<file path="src/hw/rtl/complex_magnitude_isqrt_unit_defines.svh">
// Assertion macros shared by the complex magnitude unit.
`ifndef COMPLEX_MAGNITUDE_ISQRT_UNIT_DEFINES_SVH
`define COMPLEX_MAGNITUDE_ISQRT_UNIT_DEFINES_SVH

// Same-cycle implication, checked out of reset.
`define CMISQ_ASSERT_IMPLIES(label, ante, cons) \
    label: assert property (@(posedge i_clk) disable iff (!i_rst_n) (ante) |-> (cons)) \
        else $error("cmisq: same-cycle check failed");

// Implication whose consequent may carry a fixed delay or a history term.
`define CMISQ_ASSERT_LATER(label, ante, cons) \
    label: assert property (@(posedge i_clk) disable iff (!i_rst_n) (ante) |-> cons) \
        else $error("cmisq: timing check failed");

`endif

</file>
<file path="src/hw/rtl/cmisq_pkg.sv">
// Package with shared types and constants of the complex magnitude unit.
`timescale 1ns / 1ps
package cmisq_pkg;

    localparam int MAG_WIDTH = 16;

    typedef logic [MAG_WIDTH-1:0] t_magnitude;

    // Control that travels with each pipeline slot.
    typedef struct packed {
        logic valid;
    } t_cmisq_ctrl;

endpackage

</file>
<file path="src/hw/rtl/complex_magnitude_isqrt_unit.sv">
// Top level of the complex magnitude unit: |re + j*im| by pipelined integer square root.
`timescale 1ns / 1ps
//
//  channel   ports                               direction  handshake
//  --------  ----------------------------------  ---------  -------------------------------
//  command   i_start, i_real_part, i_imag_part   in         taken when i_start && !o_busy
//  result    o_valid, o_magnitude                out        one-cycle strobe, no back-pressure
//
//  One transaction enters per clock; o_busy stays low, so the unit never refuses a command.
//  Registered stages: absolute value, squaring, sum, then one register
//  stage per root bit (SAMPLE_WIDTH restoring steps, each one wide add and compare).
//  Reset (synchronous, active low) clears only the valid bits; in-flight data is dropped.
//  Results cannot be stalled, so the pipeline simply advances every cycle.
//
`include "complex_magnitude_isqrt_unit_defines.svh"
module complex_magnitude_isqrt_unit #(
    parameter int SAMPLE_WIDTH = 16
) (
    input  logic                            i_clk,
    input  logic                            i_rst_n,
    input  logic                            i_start,
    output logic                            o_busy,
    input  logic signed [SAMPLE_WIDTH-1:0]  i_real_part,
    input  logic signed [SAMPLE_WIDTH-1:0]  i_imag_part,
    output logic                            o_valid,
    output cmisq_pkg::t_magnitude           o_magnitude
);
    import cmisq_pkg::*;

    localparam int SQ_WIDTH = 2 * SAMPLE_WIDTH;
    localparam int LATENCY  = SAMPLE_WIDTH + 3;

    // Front stages: absolute value, square, sum of squares.
    t_cmisq_ctrl             r_abs_ctrl;
    logic [SAMPLE_WIDTH-1:0] r_re_abs;
    logic [SAMPLE_WIDTH-1:0] r_im_abs;
    logic [SAMPLE_WIDTH-1:0] n_re_abs;
    logic [SAMPLE_WIDTH-1:0] n_im_abs;

    t_cmisq_ctrl             r_sq_ctrl;
    logic [SQ_WIDTH-1:0]     r_re_sq;
    logic [SQ_WIDTH-1:0]     r_im_sq;

    t_cmisq_ctrl             r_sum_ctrl;
    logic [SQ_WIDTH-1:0]     r_sum;

    // Root pipeline taps; index 0 is the sum stage, index SAMPLE_WIDTH the last step.
    t_cmisq_ctrl             root_ctrl [SAMPLE_WIDTH+1];
    logic [SQ_WIDTH-1:0]     root_rem  [SAMPLE_WIDTH+1];
    logic [SQ_WIDTH-1:0]     root_acc  [SAMPLE_WIDTH+1];

    t_cmisq_ctrl             in_ctrl;

    assign o_busy        = 1'b0;
    assign in_ctrl.valid = i_start;

    // Magnitude of each part; the most negative code maps to 2^(SAMPLE_WIDTH-1),
    // which still fits unsigned in SAMPLE_WIDTH bits.
    always_comb begin
        n_re_abs = i_real_part[SAMPLE_WIDTH-1] ? (SAMPLE_WIDTH'(0) - $unsigned(i_real_part))
                                               : $unsigned(i_real_part);
        n_im_abs = i_imag_part[SAMPLE_WIDTH-1] ? (SAMPLE_WIDTH'(0) - $unsigned(i_imag_part))
                                               : $unsigned(i_imag_part);
    end

    // Valid bits: clear on reset, otherwise advance every cycle.
    always_ff @(posedge i_clk) begin
        if (!i_rst_n) begin
            r_abs_ctrl.valid <= 1'b0;
            r_sq_ctrl.valid  <= 1'b0;
            r_sum_ctrl.valid <= 1'b0;
        end else begin
            r_abs_ctrl <= in_ctrl;
            r_sq_ctrl  <= r_abs_ctrl;
            r_sum_ctrl <= r_sq_ctrl;
        end
    end

    // Payload: the sum of two squares is at most 2^(2*SAMPLE_WIDTH-1), so it never wraps.
    always_ff @(posedge i_clk) begin
        r_re_abs <= n_re_abs;
        r_im_abs <= n_im_abs;
        r_re_sq  <= SQ_WIDTH'(r_re_abs) * SQ_WIDTH'(r_re_abs);
        r_im_sq  <= SQ_WIDTH'(r_im_abs) * SQ_WIDTH'(r_im_abs);
        r_sum    <= r_re_sq + r_im_sq;
    end

    assign root_ctrl[0] = r_sum_ctrl;
    assign root_rem[0]  = r_sum;
    assign root_acc[0]  = '0;

    // One registered step per root bit, test place moving down by two bits each step.
    for (genvar g = 0; g < SAMPLE_WIDTH; g++) begin : g_root
        cmisq_root_stage #(
            .WIDTH (SQ_WIDTH),
            .STEP  (g)
        ) u_step (
            .i_clk   (i_clk),
            .i_rst_n (i_rst_n),
            .i_ctrl  (root_ctrl[g]),
            .i_rem   (root_rem[g]),
            .i_acc   (root_acc[g]),
            .o_ctrl  (root_ctrl[g+1]),
            .o_rem   (root_rem[g+1]),
            .o_acc   (root_acc[g+1])
        );
    end

    // The last step's register is the output register; keep the low magnitude bits.
    assign o_valid     = root_ctrl[SAMPLE_WIDTH].valid;
    assign o_magnitude = MAG_WIDTH'(root_acc[SAMPLE_WIDTH]);

    // Every accepted command yields a matching result strobe.
    `CMISQ_ASSERT_LATER(a_start_to_result, i_start && !o_busy, ##LATENCY o_valid)
    // No strobe without a matching earlier command.
    `CMISQ_ASSERT_LATER(a_result_has_start, o_valid, $past(i_start, LATENCY))
    // Floor property of the root: leftover remainder never exceeds twice the root.
    `CMISQ_ASSERT_IMPLIES(a_root_floor, o_valid,
        root_rem[SAMPLE_WIDTH] <= (root_acc[SAMPLE_WIDTH] << 1))

endmodule

</file>
<file path="src/hw/rtl/cmisq_root_stage.sv">
// One restoring square-root step: decide one root bit and register the result.
`timescale 1ns / 1ps
module cmisq_root_stage #(
    parameter int WIDTH = 32,
    parameter int STEP  = 0
) (
    input  logic                  i_clk,
    input  logic                  i_rst_n,
    input  cmisq_pkg::t_cmisq_ctrl i_ctrl,
    input  logic [WIDTH-1:0]      i_rem,
    input  logic [WIDTH-1:0]      i_acc,
    output cmisq_pkg::t_cmisq_ctrl o_ctrl,
    output logic [WIDTH-1:0]      o_rem,
    output logic [WIDTH-1:0]      o_acc
);
    import cmisq_pkg::*;

    // Test place for this step: 4^(WIDTH/2 - 1 - STEP).
    localparam logic [WIDTH:0] BITPOS = (WIDTH+1)'(1) << (WIDTH - 2 - 2 * STEP);

    t_cmisq_ctrl      r_ctrl;
    logic [WIDTH-1:0] r_rem;
    logic [WIDTH-1:0] r_acc;
    logic [WIDTH-1:0] n_rem;
    logic [WIDTH-1:0] n_acc;
    logic [WIDTH:0]   trial;

    always_comb begin
        trial = {1'b0, i_acc} + BITPOS;
        if ({1'b0, i_rem} >= trial) begin
            n_rem = i_rem - trial[WIDTH-1:0];
            n_acc = (i_acc >> 1) + BITPOS[WIDTH-1:0];
        end else begin
            n_rem = i_rem;
            n_acc = i_acc >> 1;
        end
    end

    always_ff @(posedge i_clk) begin
        if (!i_rst_n) begin
            r_ctrl.valid <= 1'b0;
        end else begin
            r_ctrl <= i_ctrl;
        end
    end

    // Payload needs no reset; it is qualified by the valid bit.
    always_ff @(posedge i_clk) begin
        r_rem <= n_rem;
        r_acc <= n_acc;
    end

    assign o_ctrl = r_ctrl;
    assign o_rem  = r_rem;
    assign o_acc  = r_acc;

endmodule
</file>
<file path="config.mk">
export PLATFORM = sky130hd
export DESIGN_NAME = complex_magnitude_isqrt_unit
export DESIGN_NICKNAME = d
export VERILOG_FILES = /design/src/hw/rtl/cmisq_pkg.sv /design/src/hw/rtl/complex_magnitude_isqrt_unit.sv /design/src/hw/rtl/cmisq_root_stage.sv
export VERILOG_INCLUDE_DIRS = /design/src /design/src/hw/rtl
export SDC_FILE = /design/constraint.sdc
export NUM_CORES = 2
export LEC_CHECK = 0
export BUFFER_PORTS_ARGS = -buffer_cell sky130_fd_sc_hd__buf_2
export CAP_MARGIN = 20
export CORE_MARGIN = 2
export CORE_UTILIZATION = 60
export DETAILED_ROUTE_END_ITERATION = 12
export PLACE_DENSITY_LB_ADDON = 0.3
export SETUP_SLACK_MARGIN = 0.05
export SYNTH_ARGS = -nofsm -noshare
export SYNTH_HDL_FRONTEND = slang
export SYNTH_SLANG_ARGS = --single-unit
</file>
<file path="constraint.sdc">
create_clock -name i_clk -period 17.7 [get_ports i_clk]
set_input_delay 0.885 -clock i_clk [delete_from_list [all_inputs] [get_ports i_clk]]
set_output_delay 0.885 -clock i_clk [all_outputs]
set_load 0.01 [all_outputs]
</file>
### Word-level counts from Yosys, hierarchy flattened

Cells that the tools add are included.

| storage, ports and cells | value |
|---|---|
| bits in registers | 1123 |

| operators by class | value |
|---|---|
| add/sub/neg operators | 48 |
| multipliers | 2 |
| muxes and demuxes | 33 |
| $lt $le $gt $ge | 16 |

Operator list:

| operator | count |
|---|---|
| >= comparator 32 x 33 -> 1 bit | 15 |
| two-way mux 32 bit | 15 |
| two-way mux 31 bit | 15 |
| subtractor 32 bit | 14 |
| multiplier 16 x 16 -> 32 bit | 2 |
| adder 32 x 1 -> 33 bit (second input constant) | 1 |
| adder 32 x 11 -> 33 bit (second input constant) | 1 |
| adder 32 x 13 -> 33 bit (second input constant) | 1 |
| adder 32 x 15 -> 33 bit (second input constant) | 1 |
| adder 32 x 17 -> 33 bit (second input constant) | 1 |
| adder 32 x 19 -> 33 bit (second input constant) | 1 |
| adder 32 x 21 -> 33 bit (second input constant) | 1 |
| adder 32 x 23 -> 33 bit (second input constant) | 1 |
| adder 32 x 25 -> 33 bit (second input constant) | 1 |
| adder 32 x 27 -> 33 bit (second input constant) | 1 |
| adder 32 x 29 -> 33 bit (second input constant) | 1 |
| adder 32 x 3 -> 33 bit (second input constant) | 1 |
| adder 32 x 5 -> 33 bit (second input constant) | 1 |
| adder 32 x 7 -> 33 bit (second input constant) | 1 |
| adder 32 x 9 -> 33 bit (second input constant) | 1 |
| adder 31 x 11 -> 32 bit (second input constant) | 1 |
| adder 31 x 13 -> 32 bit (second input constant) | 1 |
| adder 31 x 15 -> 32 bit (second input constant) | 1 |
| adder 31 x 17 -> 32 bit (second input constant) | 1 |
| other kinds (17) | 19 |

### Depth between registers and ports, before layout

| depth | value |
|---|---|
| word-level depth | 3 |
| mapped depth | 25 |
| depth with buffers taken out | 24 |

### By module

Synthesis repeated with hierarchy kept, for this count alone.

| second synthesis, totals | value |
|---|---|
| cell total of the unflattened synthesis | 9951 |
| area, all modules | 86406.6 µm² |

Modules (own cells, without submodules):

| module | sequential area each (µm²) | area each (µm²) | instances | cells each |
|---|---|---|---|---|
| complex_magnitude_isqrt_unit | 2582.5 | 19602.6 | 1 | 2163 |
| cmisq_root_stage at g_root[13].u_step | 1301.2 | 4834.6 | 1 | 574 |
| cmisq_root_stage at g_root[14].u_step | 1301.2 | 4630.7 | 1 | 585 |
| cmisq_root_stage at g_root[11].u_step | 1301.2 | 4590.7 | 1 | 515 |
| cmisq_root_stage at g_root[15].u_step | 1301.2 | 4559.4 | 1 | 557 |
| cmisq_root_stage at g_root[12].u_step | 1301.2 | 4415.5 | 1 | 544 |
| cmisq_root_stage at g_root[9].u_step | 1301.2 | 4389.2 | 1 | 498 |
| cmisq_root_stage at g_root[8].u_step | 1301.2 | 4217.8 | 1 | 447 |
| cmisq_root_stage at g_root[10].u_step | 1301.2 | 4174.0 | 1 | 505 |
| cmisq_root_stage at g_root[7].u_step | 1301.2 | 4061.4 | 1 | 484 |
| cmisq_root_stage at g_root[5].u_step | 1301.2 | 4060.1 | 1 | 446 |
| cmisq_root_stage at g_root[4].u_step | 1301.2 | 3988.8 | 1 | 457 |
| cmisq_root_stage at g_root[6].u_step | 1301.2 | 3956.3 | 1 | 479 |
| cmisq_root_stage at g_root[3].u_step | 1301.2 | 3861.2 | 1 | 461 |
| +3 rows | -- | -- | -- | -- |

### Worst setup path before layout

Ideal clock, no wire load.

| timing | value |
|---|---|
| path kind | register to register |
| start point | register r_im_abs[1] |
| end point | register r_im_sq[31] |
| clock period less this slack | 6.209 ns |
| cell stages (with the launch flop) | 26 |
| setup time | 0.126 ns |
| data arrival time | 6.083 ns |
| path slack | 11.491 ns |
| cells stage by stage | dfxtp_1 clkbuf_1 clkbuf_1 and2_1 fa_1 inv_1 fa_1 inv_1 fa_1 inv_1 fa_1 inv_1 fa_1 inv_1 fa_1 inv_1 ha_1 a211oi_1 o21ai_0 a211oi_1 o21ai_0 a21oi_1 o31a_1 nor2_1 a311oi_1 xnor2_1 |

| between the ends | value |
|---|---|
| cells in the longest elaborated chain, start to end | 1 |

RTL lines:

| what | line | source |
|---|---|---|
| start: declaration | complex_magnitude_isqrt_unit.sv:36 | `logic [SAMPLE_WIDTH-1:0] r_im_abs;` |
| start signal: assignment | complex_magnitude_isqrt_unit.sv:82 | `r_im_abs <= n_im_abs;` |
| multiplier 16 x 16 -> 32 bit | complex_magnitude_isqrt_unit.sv:84 | `r_im_sq <= SQ_WIDTH'(r_im_abs) * SQ_WIDTH'(r_im_abs);` |
| end signal: assignment | complex_magnitude_isqrt_unit.sv:84 |  |
| end: declaration | complex_magnitude_isqrt_unit.sv:42 | `logic [SQ_WIDTH-1:0] r_im_sq;` |

Every way passes these cells.
A chain may end at the register's enable or synchronous reset.

### Worst setup path after layout

Ends and elaborated chain as after synthesis.

==> impl.org <==
** Timing
- Derived from the worst setup path, the maximum achievable clock frequency is 0.148 GHz.
- Worst slew margin relative to its limit :: 35.6%
- The count of pins over their slew limit came to 0.
- Post-layout minimum cycle time :: 6.76 ns
- For the final database, setup skew stands at about 0.028 ns.
- Setup_tns :: 0 ns
- Final setup violation count :: 0
- Of the available clock period, the critical path in the final layout requires 38.2%.
- The number of failing hold endpoints at the final stage was 0.
- Setup repair after global routing left no endpoint under its margin.
- Actual transition at the worst max-transition pin :: 0.966 ns
- On the final layout, the worst hold slack is ~0.33 ns.

** Setup path
- WP data arrival :: around 7.3 ns
- STA classifies the critical path startpoint as a register.
- Data on the critical path is required at its endpoint by 18.20 ns.
- The worst setup path is captured at a register.
- Kind of critical path :: register to register
- Along the worst path, the maximum fanout reaches 19.
- Measured in cells, the most critical reg-to-reg path has a length of 23.

** Drt
- Count of routing violations after the opening detailed-route iteration :: 1249
- Routed wire length :: 80.2 mm
- Once detail routing completed, the nets flagged for antenna violations numbered 0.
- Drt via density :: 5.31
- DRC viols :: 0
- Via count :: 27500
- Routed length per placed instance :: 15.5 µm
- First drt pass iteration count :: 7

** Synthesis
- dfxtp_1 takes more of the synthesized area than any other cell.
- The synthesized design contains 0 enable-type register cells.
- Proportion of synthesized flip-flops having asynchronous set or reset :: 0%
- Post-synthesis instance area :: between 0.04 and 0.05 mm²
- Top area cells in the synthesized netlist :: dfxtp_1, fa_1, ha_1
- Among all cell types in the netlist, the one instantiated most often is dfxtp_1.
- The synthesized design contains 761 register bits.
- Most used flip-flop cell after synthesis :: dfxtp_1
- Count of yosys warnings during synthesis :: 0
- Number of nets in the synthesized netlist :: 4930
- After synthesis, the largest area contributor takes up 36.8% of total cell area.
- Synthesis instantiated 81 different standard cells from the library.
- Mean post-synth cell area :: 9.88 µm²
- Cell count after synthesis :: 4186
- Post-synthesis sequential area ratio :: 36.8%
- Ranked by instance count, the synthesized netlist is headed by dfxtp_1, inv_1, ha_1.

** Clock network
- Clock tree from TritonCTS :: yes
- Counting every sink on the clock net gives between 700 and 800.
- CTS placed an instance of clkbuf_16 at the clock tree root.
- The H-tree generated during clock tree synthesis spans 3 levels.
- Clock transition at path regs :: roughly 0.060 ns
- Setup fix buffers added after clock tree synthesis :: 0
- Counting along the longest clock path gives a buffer depth of 3.
- Clock latency on the worst-skew pair, taken at its later pin, is 0.63 ns.
- Post-cts repair resize count :: 0
- TritonCTS created 74 clock buffers.
- CTS Hold Bufs :: 0

** Finish
- Layout cells sized above 1 :: 5.30%
- The finished cells cover approximately 0.045 mm².
- Diode count :: 0
- The layout has 5301 filler cells.
- Final nets :: 4992
- Area growth from synthesis to final layout :: 9.11%

** Floorplanning
- For this design the top-level I/O count stands at 53.
- Die Outline Area :: 0.0711 mm²
- The floorplan step defined a core boundary enclosing ~0.068 mm².
- The die is 267 µm tall.
- Core Rows :: 96
- The initial utilization of the core area, before any placement, comes to approximately 60%.
- Chip Width :: roughly 270 µm

** Global route
- Total Routing Usage GR :: 23.5%
- For this run the aggregate overflow at the end of global routing stands at 0.
- First-pass GRT wire length :: about 140 mm
- Via count of the first global-routing pass :: 28700
- Largest net degree at the start of global routing :: 33
- The number of antenna violations at the first check in global routing is 0.

** Place
- Once placement finished, the instance area stood at between 0.04 and 0.05 mm².
- DP HPWL :: 62.6 mm
- Port buffering added just over 50 buffers.
- At the end of routability-driven placement, the weighted congestion stood at 0.917.

** Hold path
- The path class of the tightest hold or removal check is register to register.
- Number of cells on the worst hold path :: 0

** Run status
- Outcome :: finished, final reports clean

** Run
- Max-cap violations in this run came to 0.
-- per-stage QoR --
stage	std cells	setup slack, ns	util [%]
floorplan	4186	11.49	-
global placement	5053	11.11	62.1
global route	5187	10.51	65.9
CTS	5187	10.95	65.9
finish	5187	10.94	65.9
detailed placement	5054	11.05	62.1
-- kinds of logic after synthesis --
group / synth area share, %
AO/OA/AOI/OAI: 8.91
XOR/XNOR: 6.61
adder cells (fa/ha/maj): 27.4
buffers and inverters: 7.11
flip-flops: 36.8
multiplexers: 0.650
other: 0.00906
AND/OR/NAND/NOR: 12.5
-- layout by cell type (no fill, tap or decap), types with 43 or more instances in the layout --
master,instances
nor4_1,60
o21ai_0,154
fa_1,330
inv_1,706
and2_1,115
o21a_1,43
dfxtp_1,761
xnor2_1,184
nor2_1,170
nand2_1,331
nand2b_1,49
a21o_1,81
nor3_1,73
xor2_1,128
ha_1,379
buf_2,51
a21oi_1,145
clkbuf_16,76
-- area by class of cell --
type	instances	area [µm²]	area share (%)
multi-input combinational	2644	23200	51.4
tap	882	1100	2.44
sequential	761	15200	33.8
clock buffer	101	2130	4.71
timing repair buffer	59	319	0.707
clock inverter	32	473	1.05
inverter	708	2660	5.89
-- path summary, 6_finish.rpt --
check	from	end	slack (ns)
worst min-delay path	g_root[6].u_step.o_rem[0]$_DFF_P_	g_root[7].u_step.o_rem[0]$_DFF_P_	0.33
worst min register to register	g_root[6].u_step.o_rem[0]$_DFF_P_	g_root[7].u_step.o_rem[0]$_DFF_P_	0.33
worst max-delay path	r_im_abs[1]$_DFF_P_	r_im_sq[31]$_DFF_P_	10.94
worst max register to register	r_im_abs[1]$_DFF_P_	r_im_sq[31]$_DFF_P_	10.94
-- routing by layer --
layer  vias to the layer above  share of wire (%)  track usage, %
li1                      13700                  -               -
met1                     13200                 41            27.8
met2                       460                 52            42.6
met3                       192                3.4            3.19
met4                         0                4.1            9.87
met5                         -                  0               0
-- worst max-delay path, cell delays in order, from the launching register on --
cell,delay (ns)
dfxtp_1,0.49
and2_1,0.27
fa_1,0.54
inv_1,0.05
fa_1,0.47
inv_1,0.05
fa_1,0.49
inv_1,0.05
fa_1,0.47
inv_1,0.06
fa_1,0.54
inv_1,0.06
fa_1,0.53
inv_1,0.04
ha_1,0.35
a211oi_1,0.30
o21ai_0,0.18
a211oi_1,0.40
o21ai_0,0.20
a21oi_1,0.33
o31a_1,0.26
nor2_1,0.09
a311oi_1,0.31
xnor2_1,0.11
-- sequential cells by signal, summed over array words and instances (netlist names), 16 cells and up --
register / count
r_sum: 32
r_re_sq: 31
r_im_abs: 16
g_root.u_step.o_ctrl: 16
r_im_sq: 31
g_root.u_step.o_rem: 480
g_root.u_step.o_acc: 136
r_re_abs: 16
Power is left out: the tool's default activity adds up to more than one toggle a clock period on the data nets, which glitch-free logic cannot reach.
